File: src/rtl/rqs_pkg.sv
// Package with shared types and constants for the ready queue scheduler.
package rqs_pkg;

  localparam int unsigned IdW   = 8;
  localparam int unsigned PrioW = 8;
  localparam int unsigned TimeW = 16;
  localparam int unsigned AgedW = 26;

  typedef enum logic [1:0] {
    FUNC_WAKE     = 2'd0,
    FUNC_DISPATCH = 2'd1,
    FUNC_PREEMPT  = 2'd2,
    FUNC_NONE     = 2'd3
  } func_t;

  typedef enum logic [1:0] {
    POL_FCFS  = 2'd0,
    POL_RR    = 2'd1,
    POL_AGING = 2'd2,
    POL_SRTF  = 2'd3
  } policy_t;

  typedef enum logic [1:0] {
    REG_POLICY = 2'd0,
    REG_WEIGHT = 2'd1,
    REG_CPUS   = 2'd2,
    REG_SLICE  = 2'd3
  } reg_idx_t;

  typedef struct packed {
    logic [IdW-1:0]   id;
    logic [PrioW-1:0] prio;
    logic [TimeW-1:0] arrival;
    logic [TimeW-1:0] left;
    logic [TimeW-1:0] stamp;
  } task_t;

  localparam int unsigned TaskW = $bits(task_t);

  typedef enum logic [3:0] {
    ST_IDLE,
    ST_PUSH,
    ST_RUN_RD,
    ST_RUN_MUL,
    ST_RUN_CMP,
    ST_WAKE_DONE,
    ST_SCAN_RD,
    ST_SCAN_MUL,
    ST_SCAN_CMP,
    ST_MOVE_RD,
    ST_MOVE_WR,
    ST_DONE
  } state_t;

endpackage

File: src/rtl/rqs_ram.sv
// Generic single-port-write, single-port-read RAM with registered read data.
module rqs_ram #(
  parameter int unsigned WIDTH = 8,
  parameter int unsigned DEPTH = 16
) (
  input  logic                     clk,
  input  logic                     we,
  input  logic [$clog2(DEPTH)-1:0] waddr,
  input  logic [WIDTH-1:0]         wdata,
  input  logic [$clog2(DEPTH)-1:0] raddr,
  output logic [WIDTH-1:0]         rdata
);

  logic [WIDTH-1:0] mem [DEPTH];

  always_ff @(posedge clk) begin
    if (we) begin
      mem[waddr] <= wdata;
    end
    rdata <= mem[raddr];
  end

endmodule

File: src/rtl/ready_queue_cpu_scheduler.sv
// Top level of the ready queue CPU scheduler with a sequential scan engine.
//
//  channel | ports                                           | handshake
//  --------+-------------------------------------------------+------------------------
//  command | func cpu task_id base_priority arrival ...      | start high, busy low
//  result  | dispatch_valid ... queued_count                 | done strobe, one cycle
//  config  | cfg_we cfg_index cfg_data                       | cfg_we high
//
// After the accepting edge busy stays high through the push state, the work below and the
// closing state; done rises in the cycle after that. A wake check runs multiply and compare on
// the first running record, read, multiply and compare on each further one and a final compare.
// A selection reads, multiplies and compares each ready entry, reads and writes back each entry
// moved to close the gap and loads the running record. Reset clears counters and valid bits and
// sets the configuration to its defaults; the receiver cannot stall.
module ready_queue_cpu_scheduler #(
  parameter int unsigned QUEUE_DEPTH = 16,
  parameter int unsigned MAX_CPUS    = 4
) (
  input  logic                     clk,
  input  logic                     rst,
  input  logic                     start,
  output logic                     busy,
  output logic                     done,
  input  logic                     cfg_we,
  input  logic [1:0]               cfg_index,
  input  logic [16:0]              cfg_data,
  input  logic [1:0]               func,
  input  logic [1:0]               cpu,
  input  logic [7:0]               task_id,
  input  logic [7:0]               base_priority,
  input  logic [15:0]              arrival,
  input  logic [15:0]              time_left,
  input  logic [15:0]              now,
  output logic                     dispatch_valid,
  output logic [7:0]               dispatch_task,
  output logic signed [16:0]       dispatch_slice,
  output logic                     preempt_request,
  output logic [1:0]               preempt_target,
  output logic                     queue_full,
  output logic [4:0]               queued_count
);
  import rqs_pkg::*;

  localparam int unsigned QAW = (QUEUE_DEPTH > 1) ? $clog2(QUEUE_DEPTH) : 1;
  localparam int unsigned QCW = $clog2(QUEUE_DEPTH + 1);
  localparam int unsigned CAW = (MAX_CPUS > 1) ? $clog2(MAX_CPUS) : 1;
  localparam int unsigned CCW = $clog2(MAX_CPUS + 1);

  // Configuration.
  policy_t            policy;
  logic [7:0]         age_mult;
  logic [2:0]         cpus_in_use;
  logic [16:0]        slice_length;

  always_ff @(posedge clk) begin
    if (rst) begin
      policy       <= POL_FCFS;
      age_mult     <= '0;
      cpus_in_use  <= 3'd4;
      slice_length <= 17'h1FFFF;
    end else if (cfg_we) begin
      unique case (reg_idx_t'(cfg_index))
        REG_POLICY: policy       <= policy_t'(cfg_data[1:0]);
        REG_WEIGHT: age_mult     <= cfg_data[7:0];
        REG_CPUS:   cpus_in_use  <= cfg_data[2:0];
        REG_SLICE:  slice_length <= cfg_data;
        default:    ;
      endcase
    end
  end

  logic [CCW-1:0] cpu_lim;
  always_comb begin
    if (32'(cpus_in_use) > MAX_CPUS) cpu_lim = CCW'(MAX_CPUS);
    else cpu_lim = CCW'(cpus_in_use);
  end

  // State.
  state_t             state, state_next;
  logic [QCW-1:0]     rcount;
  logic [MAX_CPUS-1:0] rvalid;
  task_t              run_rec [MAX_CPUS];

  // Latched transaction.
  func_t              op;
  logic [CAW-1:0]     op_cpu;
  logic [15:0]        op_now;
  task_t              op_task;
  logic               op_push;

  task_t              start_task;
  logic               start_push;

  always_comb begin
    start_task = '{id: task_id, prio: base_priority, arrival: arrival,
                   left: time_left, stamp: now};
    start_push = (func == FUNC_WAKE);
    if ((func == FUNC_PREEMPT) && (32'(cpu) < 32'(cpu_lim)) && rvalid[CAW'(cpu)]) begin
      start_task       = run_rec[CAW'(cpu)];
      start_task.left  = time_left;
      start_task.stamp = now;
      start_push       = 1'b1;
    end
  end

  logic               push_ok;
  assign push_ok = op_push && (32'(rcount) < QUEUE_DEPTH);

  // Ready table RAM.
  logic               ram_we;
  logic [QAW-1:0]     ram_waddr, ram_raddr;
  task_t              ram_wdata;
  logic [TaskW-1:0]   ram_rdata;

  rqs_ram #(.WIDTH(TaskW), .DEPTH(QUEUE_DEPTH)) u_table (
    .clk   (clk),
    .we    (ram_we),
    .waddr (ram_waddr),
    .wdata (ram_wdata),
    .raddr (ram_raddr),
    .rdata (ram_rdata)
  );

  // Scan state and shared compare unit.
  logic [QCW-1:0]     idx;
  logic [CCW-1:0]     cidx;
  logic [QAW-1:0]     best_idx;
  logic [CAW-1:0]     best_cpu;
  logic signed [AgedW-1:0] best_key;
  logic [23:0]        prod;
  logic [23:0]        prod_key;
  task_t              best_task;
  logic               r_full, r_dv, r_pr;

  task_t              cand;
  logic [15:0]        diff;
  logic signed [AgedW-1:0] key_now;

  // The woken task carries the current time as its stamp, so it has not aged.
  assign prod_key = (state == ST_WAKE_DONE) ? '0 : prod;

  assign diff = op_now - cand.stamp;
  always_comb begin
    unique case (policy)
      POL_FCFS:  key_now = AgedW'(cand.arrival);
      POL_SRTF:  key_now = AgedW'(cand.left);
      POL_AGING: key_now = $signed(AgedW'(cand.prio)) - $signed(AgedW'(prod_key));
      default:   key_now = '0;
    endcase
  end

  always_ff @(posedge clk) begin
    prod <= diff * age_mult;
  end

  always_comb begin
    cand = task_t'(ram_rdata);
    if (state == ST_RUN_MUL || state == ST_RUN_CMP) cand = run_rec[cidx[CAW-1:0]];
    if (state == ST_WAKE_DONE) cand = op_task;
  end

  logic scan_better;
  assign scan_better = (idx == 0) || (policy != POL_RR && key_now < best_key);

  logic wake_pre;
  always_comb begin
    wake_pre = (policy == POL_SRTF) ? (key_now < best_key) : (key_now < best_key);
  end

  always_ff @(posedge clk) begin
    if (rst) begin
      state <= ST_IDLE;
    end else begin
      state <= state_next;
    end
  end

  always_comb begin
    state_next = state;
    unique case (state)
      ST_IDLE: if (start) state_next = ST_PUSH;
      ST_PUSH: begin
        if (op == FUNC_WAKE) begin
          if (push_ok && (policy == POL_AGING || policy == POL_SRTF) && cpu_lim != 0)
            state_next = ST_RUN_MUL;
          else state_next = ST_DONE;
        end else if ((op == FUNC_DISPATCH || op == FUNC_PREEMPT) &&
                     32'(op_cpu) < 32'(cpu_lim)) begin
          state_next = (rcount != 0 || push_ok) ? ST_SCAN_RD : ST_DONE;
        end else begin
          state_next = ST_DONE;
        end
      end
      ST_RUN_RD:  state_next = ST_RUN_MUL;
      ST_RUN_MUL: state_next = ST_RUN_CMP;
      ST_RUN_CMP: begin
        if (!rvalid[cidx[CAW-1:0]]) state_next = ST_DONE;
        else if (cidx + 1'b1 >= cpu_lim) state_next = ST_WAKE_DONE;
        else state_next = ST_RUN_RD;
      end
      ST_WAKE_DONE: state_next = ST_DONE;
      ST_SCAN_RD:  state_next = ST_SCAN_MUL;
      ST_SCAN_MUL: state_next = ST_SCAN_CMP;
      ST_SCAN_CMP: state_next = (idx + 1'b1 >= rcount) ? ST_MOVE_RD : ST_SCAN_RD;
      ST_MOVE_RD:  state_next = (32'(idx) + 1 >= 32'(rcount)) ? ST_DONE : ST_MOVE_WR;
      ST_MOVE_WR:  state_next = ST_MOVE_RD;
      ST_DONE:     state_next = ST_IDLE;
      default:     state_next = ST_IDLE;
    endcase
  end

  always_comb begin
    ram_we    = 1'b0;
    ram_waddr = rcount[QAW-1:0];
    ram_wdata = op_task;
    ram_raddr = idx[QAW-1:0];
    if (state == ST_PUSH && push_ok) ram_we = 1'b1;
    if (state == ST_MOVE_RD) ram_raddr = QAW'(idx + 1'b1);
    if (state == ST_MOVE_WR) begin
      ram_we    = 1'b1;
      ram_waddr = idx[QAW-1:0];
      ram_wdata = task_t'(ram_rdata);
    end
    if (state == ST_SCAN_CMP) ram_raddr = scan_better ? idx[QAW-1:0] : best_idx;
  end

  always_ff @(posedge clk) begin
    if (rst) done <= 1'b0;
    else done <= (state == ST_DONE);
  end

  always_ff @(posedge clk) begin
    if (rst) begin
      rcount <= '0;
      rvalid <= '0;
    end else begin
      unique case (state)
        ST_IDLE: if (start) begin
          op      <= func_t'(func);
          op_cpu  <= CAW'(cpu);
          op_now  <= now;
          op_task <= start_task;
          op_push <= start_push;
          r_full <= 1'b0; r_dv <= 1'b0; r_pr <= 1'b0;
          preempt_target <= '0;
          dispatch_task  <= '0;
          dispatch_slice <= '0;
        end
        ST_PUSH: begin
          if (op_push) begin
            if (32'(rcount) >= QUEUE_DEPTH) begin
              r_full  <= 1'b1;
              op_push <= 1'b0;
            end else begin
              rcount <= rcount + 1'b1;
            end
          end
          cidx <= '0; idx <= '0; best_idx <= '0; best_cpu <= '0;
          best_key <= '0;
          if ((op == FUNC_DISPATCH || op == FUNC_PREEMPT) &&
              32'(op_cpu) < 32'(cpu_lim)) begin
            rvalid[op_cpu] <= 1'b0;
            dispatch_slice <= slice_length;
          end
        end
        ST_RUN_CMP: begin
          if (rvalid[cidx[CAW-1:0]]) begin
            if ((policy == POL_SRTF) ? (key_now > best_key)
                                    : (cidx == 0 || key_now > best_key)) begin
              best_key <= key_now;
              best_cpu <= cidx[CAW-1:0];
            end
          end
          cidx <= cidx + 1'b1;
        end
        ST_WAKE_DONE: begin
          if (wake_pre) begin
            r_pr <= 1'b1;
            preempt_target <= 2'(best_cpu);
          end
        end
        ST_SCAN_CMP: begin
          if (scan_better) begin
            best_key <= key_now;
            best_idx <= idx[QAW-1:0];
          end
          if (idx + 1'b1 >= rcount) begin
            idx <= scan_better ? idx : QCW'(best_idx);
          end else begin
            idx <= idx + 1'b1;
          end
        end
        ST_MOVE_RD: begin
          if (!r_dv) begin
            best_task <= cand;
            r_dv <= 1'b1;
          end
          if (32'(idx) + 1 >= 32'(rcount)) begin
            rcount <= rcount - 1'b1;
            run_rec[op_cpu] <= r_dv ? best_task : cand;
            rvalid[op_cpu]  <= 1'b1;
            dispatch_task   <= r_dv ? best_task.id : cand.id;
          end
        end
        ST_MOVE_WR: idx <= idx + 1'b1;
        default: ;
      endcase
    end
  end

  assign busy            = (state != ST_IDLE);
  assign dispatch_valid  = r_dv;
  assign preempt_request = r_pr;
  assign queue_full      = r_full;
  assign queued_count    = 5'(rcount);

`ifndef SYNTHESIS
  a_count_bound: assert property (@(posedge clk) disable iff (rst)
    32'(rcount) <= QUEUE_DEPTH) else $error("ready count above depth");
  a_done_one: assert property (@(posedge clk) disable iff (rst)
    done |=> !done) else $error("done held more than one cycle");
  a_pre_full: assert property (@(posedge clk) disable iff (rst)
    done |-> !(preempt_request && queue_full)) else $error("preempt on full table");
`endif

endmodule

File: config.mk
export PLATFORM = sky130hd
export DESIGN_NAME = ready_queue_cpu_scheduler
export DESIGN_NICKNAME = d
export VERILOG_FILES = /design/src/rtl/rqs_pkg.sv /design/src/rtl/rqs_ram.sv /design/src/rtl/ready_queue_cpu_scheduler.sv
export SDC_FILE = /design/constraint.sdc
export NUM_CORES = 2
export LEC_CHECK = 0
export BUFFER_PORTS_ARGS = -buffer_cell sky130_fd_sc_hd__buf_2
export CORE_MARGIN = 1.5
export CORE_UTILIZATION = 30
export DETAILED_ROUTE_END_ITERATION = 8
export PLACE_DENSITY_LB_ADDON = 0.15
export SYNTH_ARGS = -nofsm -noshare
export SYNTH_HDL_FRONTEND = slang
export SYNTH_SLANG_ARGS = --single-unit
export TNS_END_PERCENT = 20
File: constraint.sdc
create_clock -name clk -period 15.4 [get_ports clk]
set_clock_uncertainty 0.05 [all_clocks]
set_input_delay 0.77 -clock clk [delete_from_list [all_inputs] [get_ports clk]]
set_output_delay 0.77 -clock clk [all_outputs]
set_load 0.05 [all_outputs]
==> reports/results.ini <==
[die]
rows = 178
core-area_sq_mm = 0.235
die_x_microns = 489
dieArea_sq_mm = 0.239
io_pins = 128
die_y_microns = 489
start_util_pct = 30.2

[timing]
slew_headroom_pct = 14.2
min_period_over_period_pct = 68.4
finalCriticalPeriod_ns = 10.54
tns_ns = 0
finalSetupViolCount = 0
drv_slew = 0
worstMarginPinSlew_ns = 1.28
clock.fmax_mhz = 94.9
setup_slack_ns = 4.86
hold_viol_final = 0
fin_hold_ws_ns = 0.0678
rsz0062_at_grt = no

[clocking]
cts_max_level = 4
clock_sinks = 1616
root_buffer = clkbuf_16
clock_latency_ns = 0.83
cts_resized = 0
clkTransAtPathRegs_ns = 0.06
cts_buffers = 176
cts_buffer_depth = 3
cts_tree = yes

[place]
gp_congestion = 0.776
dpl_cell_area_sq_mm = 0.0753
dp_cells = 7997
place_hpwl_mm = 131
place_ws_ns = 4.91
port_buffers = 127

[layout]
nets = 5314
final_cells = 8330
area_delta_synth_final_pct = 14.0
final_core_util_pct = 34.4
stdcell_area_sq_mm = 0.0809
drive_above_1_share_pct = 13.7

[power]
p_leak_nw = 28.6
power.density_mw_per_mm2 = 182
power.total_mw = 14.7
ir_worst_vdd_mv = 0.124

[logic_synthesis]
synth_edf_count = 1482
synthDistinctLibCells = 82
synthTopCellsByArea = edfxtp_1 (63%), mux2i_1 (4.7%), dfxtp_1 (3.8%)
synth_top_area_cell = edfxtp_1
ys_warn_count = 0
synth_top_family_by_area = compound AO/OA/AOI/OAI gates
synthXorXnorAreaFrac_pct = 0.481
synth_top_area_share_pct = 62.7
synth_adder_area_share_pct = 4.39
yosys-mux-area-fraction_pct = 8.55
syn_nets = 5221
synth_compound_area_share_pct = 8.81
synthArstFlopShare_pct = 0
synthFlopType = edfxtp_1
synth_area_sq_mm = 0.0710
yosysMostFrequentCell = edfxtp_1
yosys.area_share.simple_pct = 8.35
yosysSeqAreaShare_pct = 66.5
ys_ff_latch = 1616
syn_avg_cell_area_sq_um = 14.4
netlist_instances = 4933
yosys-top-cells-count = edfxtp_1 (1482), nand2_1 (533), mux2i_1 (334)

[grt]
grt_pass1_vias = 43000
grt_overflow_total = 0
antenna_found_initial = 9
grt_max_degree = 131
grt_pass1_wl_mm = 319
track_usage_pct = 18.5

[worst_setup_path]
crit_top_cell = buf_4
reg2reg_from = state[0]
critPathMaxFanout = 87
critPathSlowestCell = dfxtp_1
required_ns = 16.06
rr_endpoint = u_table.rdata[32]
worst-setup-path-type = reg -> reg
crit_path_end_kind = flip-flop
cpPeakStageDelay_ns = 0.65
start_kind = flip-flop
rr_worst_depth = 33
rrSetupSlack_ns = 4.86
worstPathArrival_ns = 11.20

[routing]
drt-total-wl_mm = 222
viasPerCell = 5.11
drtPass1Iterations = 5
drc_errors = 0
vias = 42600
wl_per_cell_microns = 26.7
ant_nets = 0
dr.first_iter.drc_count = 3569

[min_path]
min_to = op_task[30]
whs_path_depth = 1
hold_start = time_left[14]
hold_class = in -> reg

[status]
status = finished clean

[job]
drv_cap = 0

==> what timing repair did <==
item | CTS | global route
hold buffers | 1 | 0
hold endpoints to repair | 1 | 0
setup buffers | 0 | 0
==> report_power, final <==
part,total (mW),internal [mW],switching (mW)
clock network,4.13,2.36,1.77
registers,5.78,5.40,0.381
logic,4.78,1.54,3.25
total,14.7,9.30,5.40
==> cell usage in the layout, fill, tap and decap left out, types with 48 or more instances in the layout <==
cell / netlist / routed
buf_2: 48 / 127
clkbuf_16: 0 / 180
inv_1: 163 / 162
a211oi_1: 142 / 141
buf_4: 27 / 99
a211o_1: 69 / 68
a21oi_1: 134 / 133
mux4_2: 98 / 98
mux2i_1: 334 / 333
nor2_1: 169 / 148
nand2_1: 533 / 532
and2_1: 104 / 102
edfxtp_1: 1482 / 1482
and3_1: 215 / 215
fa_1: 87 / 87
clkbuf_1: 207 / 50
ha_1: 110 / 110
nand3_1: 48 / 48
a311oi_1: 73 / 73
o22ai_1: 128 / 128
o21ai_0: 144 / 144
dfxtp_1: 134 / 132
==> cell type report <==
cell class                 instances  area, sq um
inverter                         165          624
clock inverter                    87          754
timing repair buffer             232         1490
fill                           23000       154000
tap                             3150         3940
multi-input combinational       2835        22000
sequential                      1616        47200
antenna                            4         10.0
clock buffer                     241         4840
==> worst max-delay path: cells and delay by family, from the launching register on <==
kind	cells	cell delay, ns
adders and majority gates	2	0.58
buffers and inverters	7	3.01
AOI/OAI and AO/OA	15	3.78
and+or+nand+nor	9	2.09
DFF	1	0.65
==> registers in the layout, indices dropped and copies added (netlist names), 24 cells and up, named ones only <==
| signal | count |
|---|---|
| op_task | 48 |
| best_key | 25 |
| prod | 24 |
| run_rec | 256 |
| best_task | 64 |
| u_table.rdata | 64 |
| u_table.mem | 1024 |
==> layer usage <==
layer  up-vias  track usage [%]  wire length (microns)
met4         2             5.19                   5600
met1     22100             25.5                 102000
met2      1085             29.8                 104000
met5         -                0                     12
met3       254             3.23                  11500
li1      19100                -                      -
==> worst max-delay path by stage <==
| stage | start | end | slack [ns] | cells past startpoint |
|---|---|---|---|---|
| final | state[0] | u_table.rdata[32] | 4.86 | 33 |
| after global routing | state[0] | u_table.rdata[49] | 4.02 | 33 |
| after CTS | state[0] | u_table.rdata[32] | 4.90 | 33 |
| after detailed placement | state[0] | u_table.rdata[39] | 4.91 | 33 |
| after global placement | state[0] | u_table.rdata[46] | 5.07 | 33 |
| after floorplan | rst | run_rec[1][0] | 3.71 | 4 |
==> cell families after synthesis <==
family                     Yosys count
buffers and inverters              482
DFF                               1616
muxes                              478
xor gates and xnor gates            39
AOI/OAI and AO/OA                  898
and+or+nand+nor                   1223
adders and majority gates          197
Power figures use the tool's default switching activity.
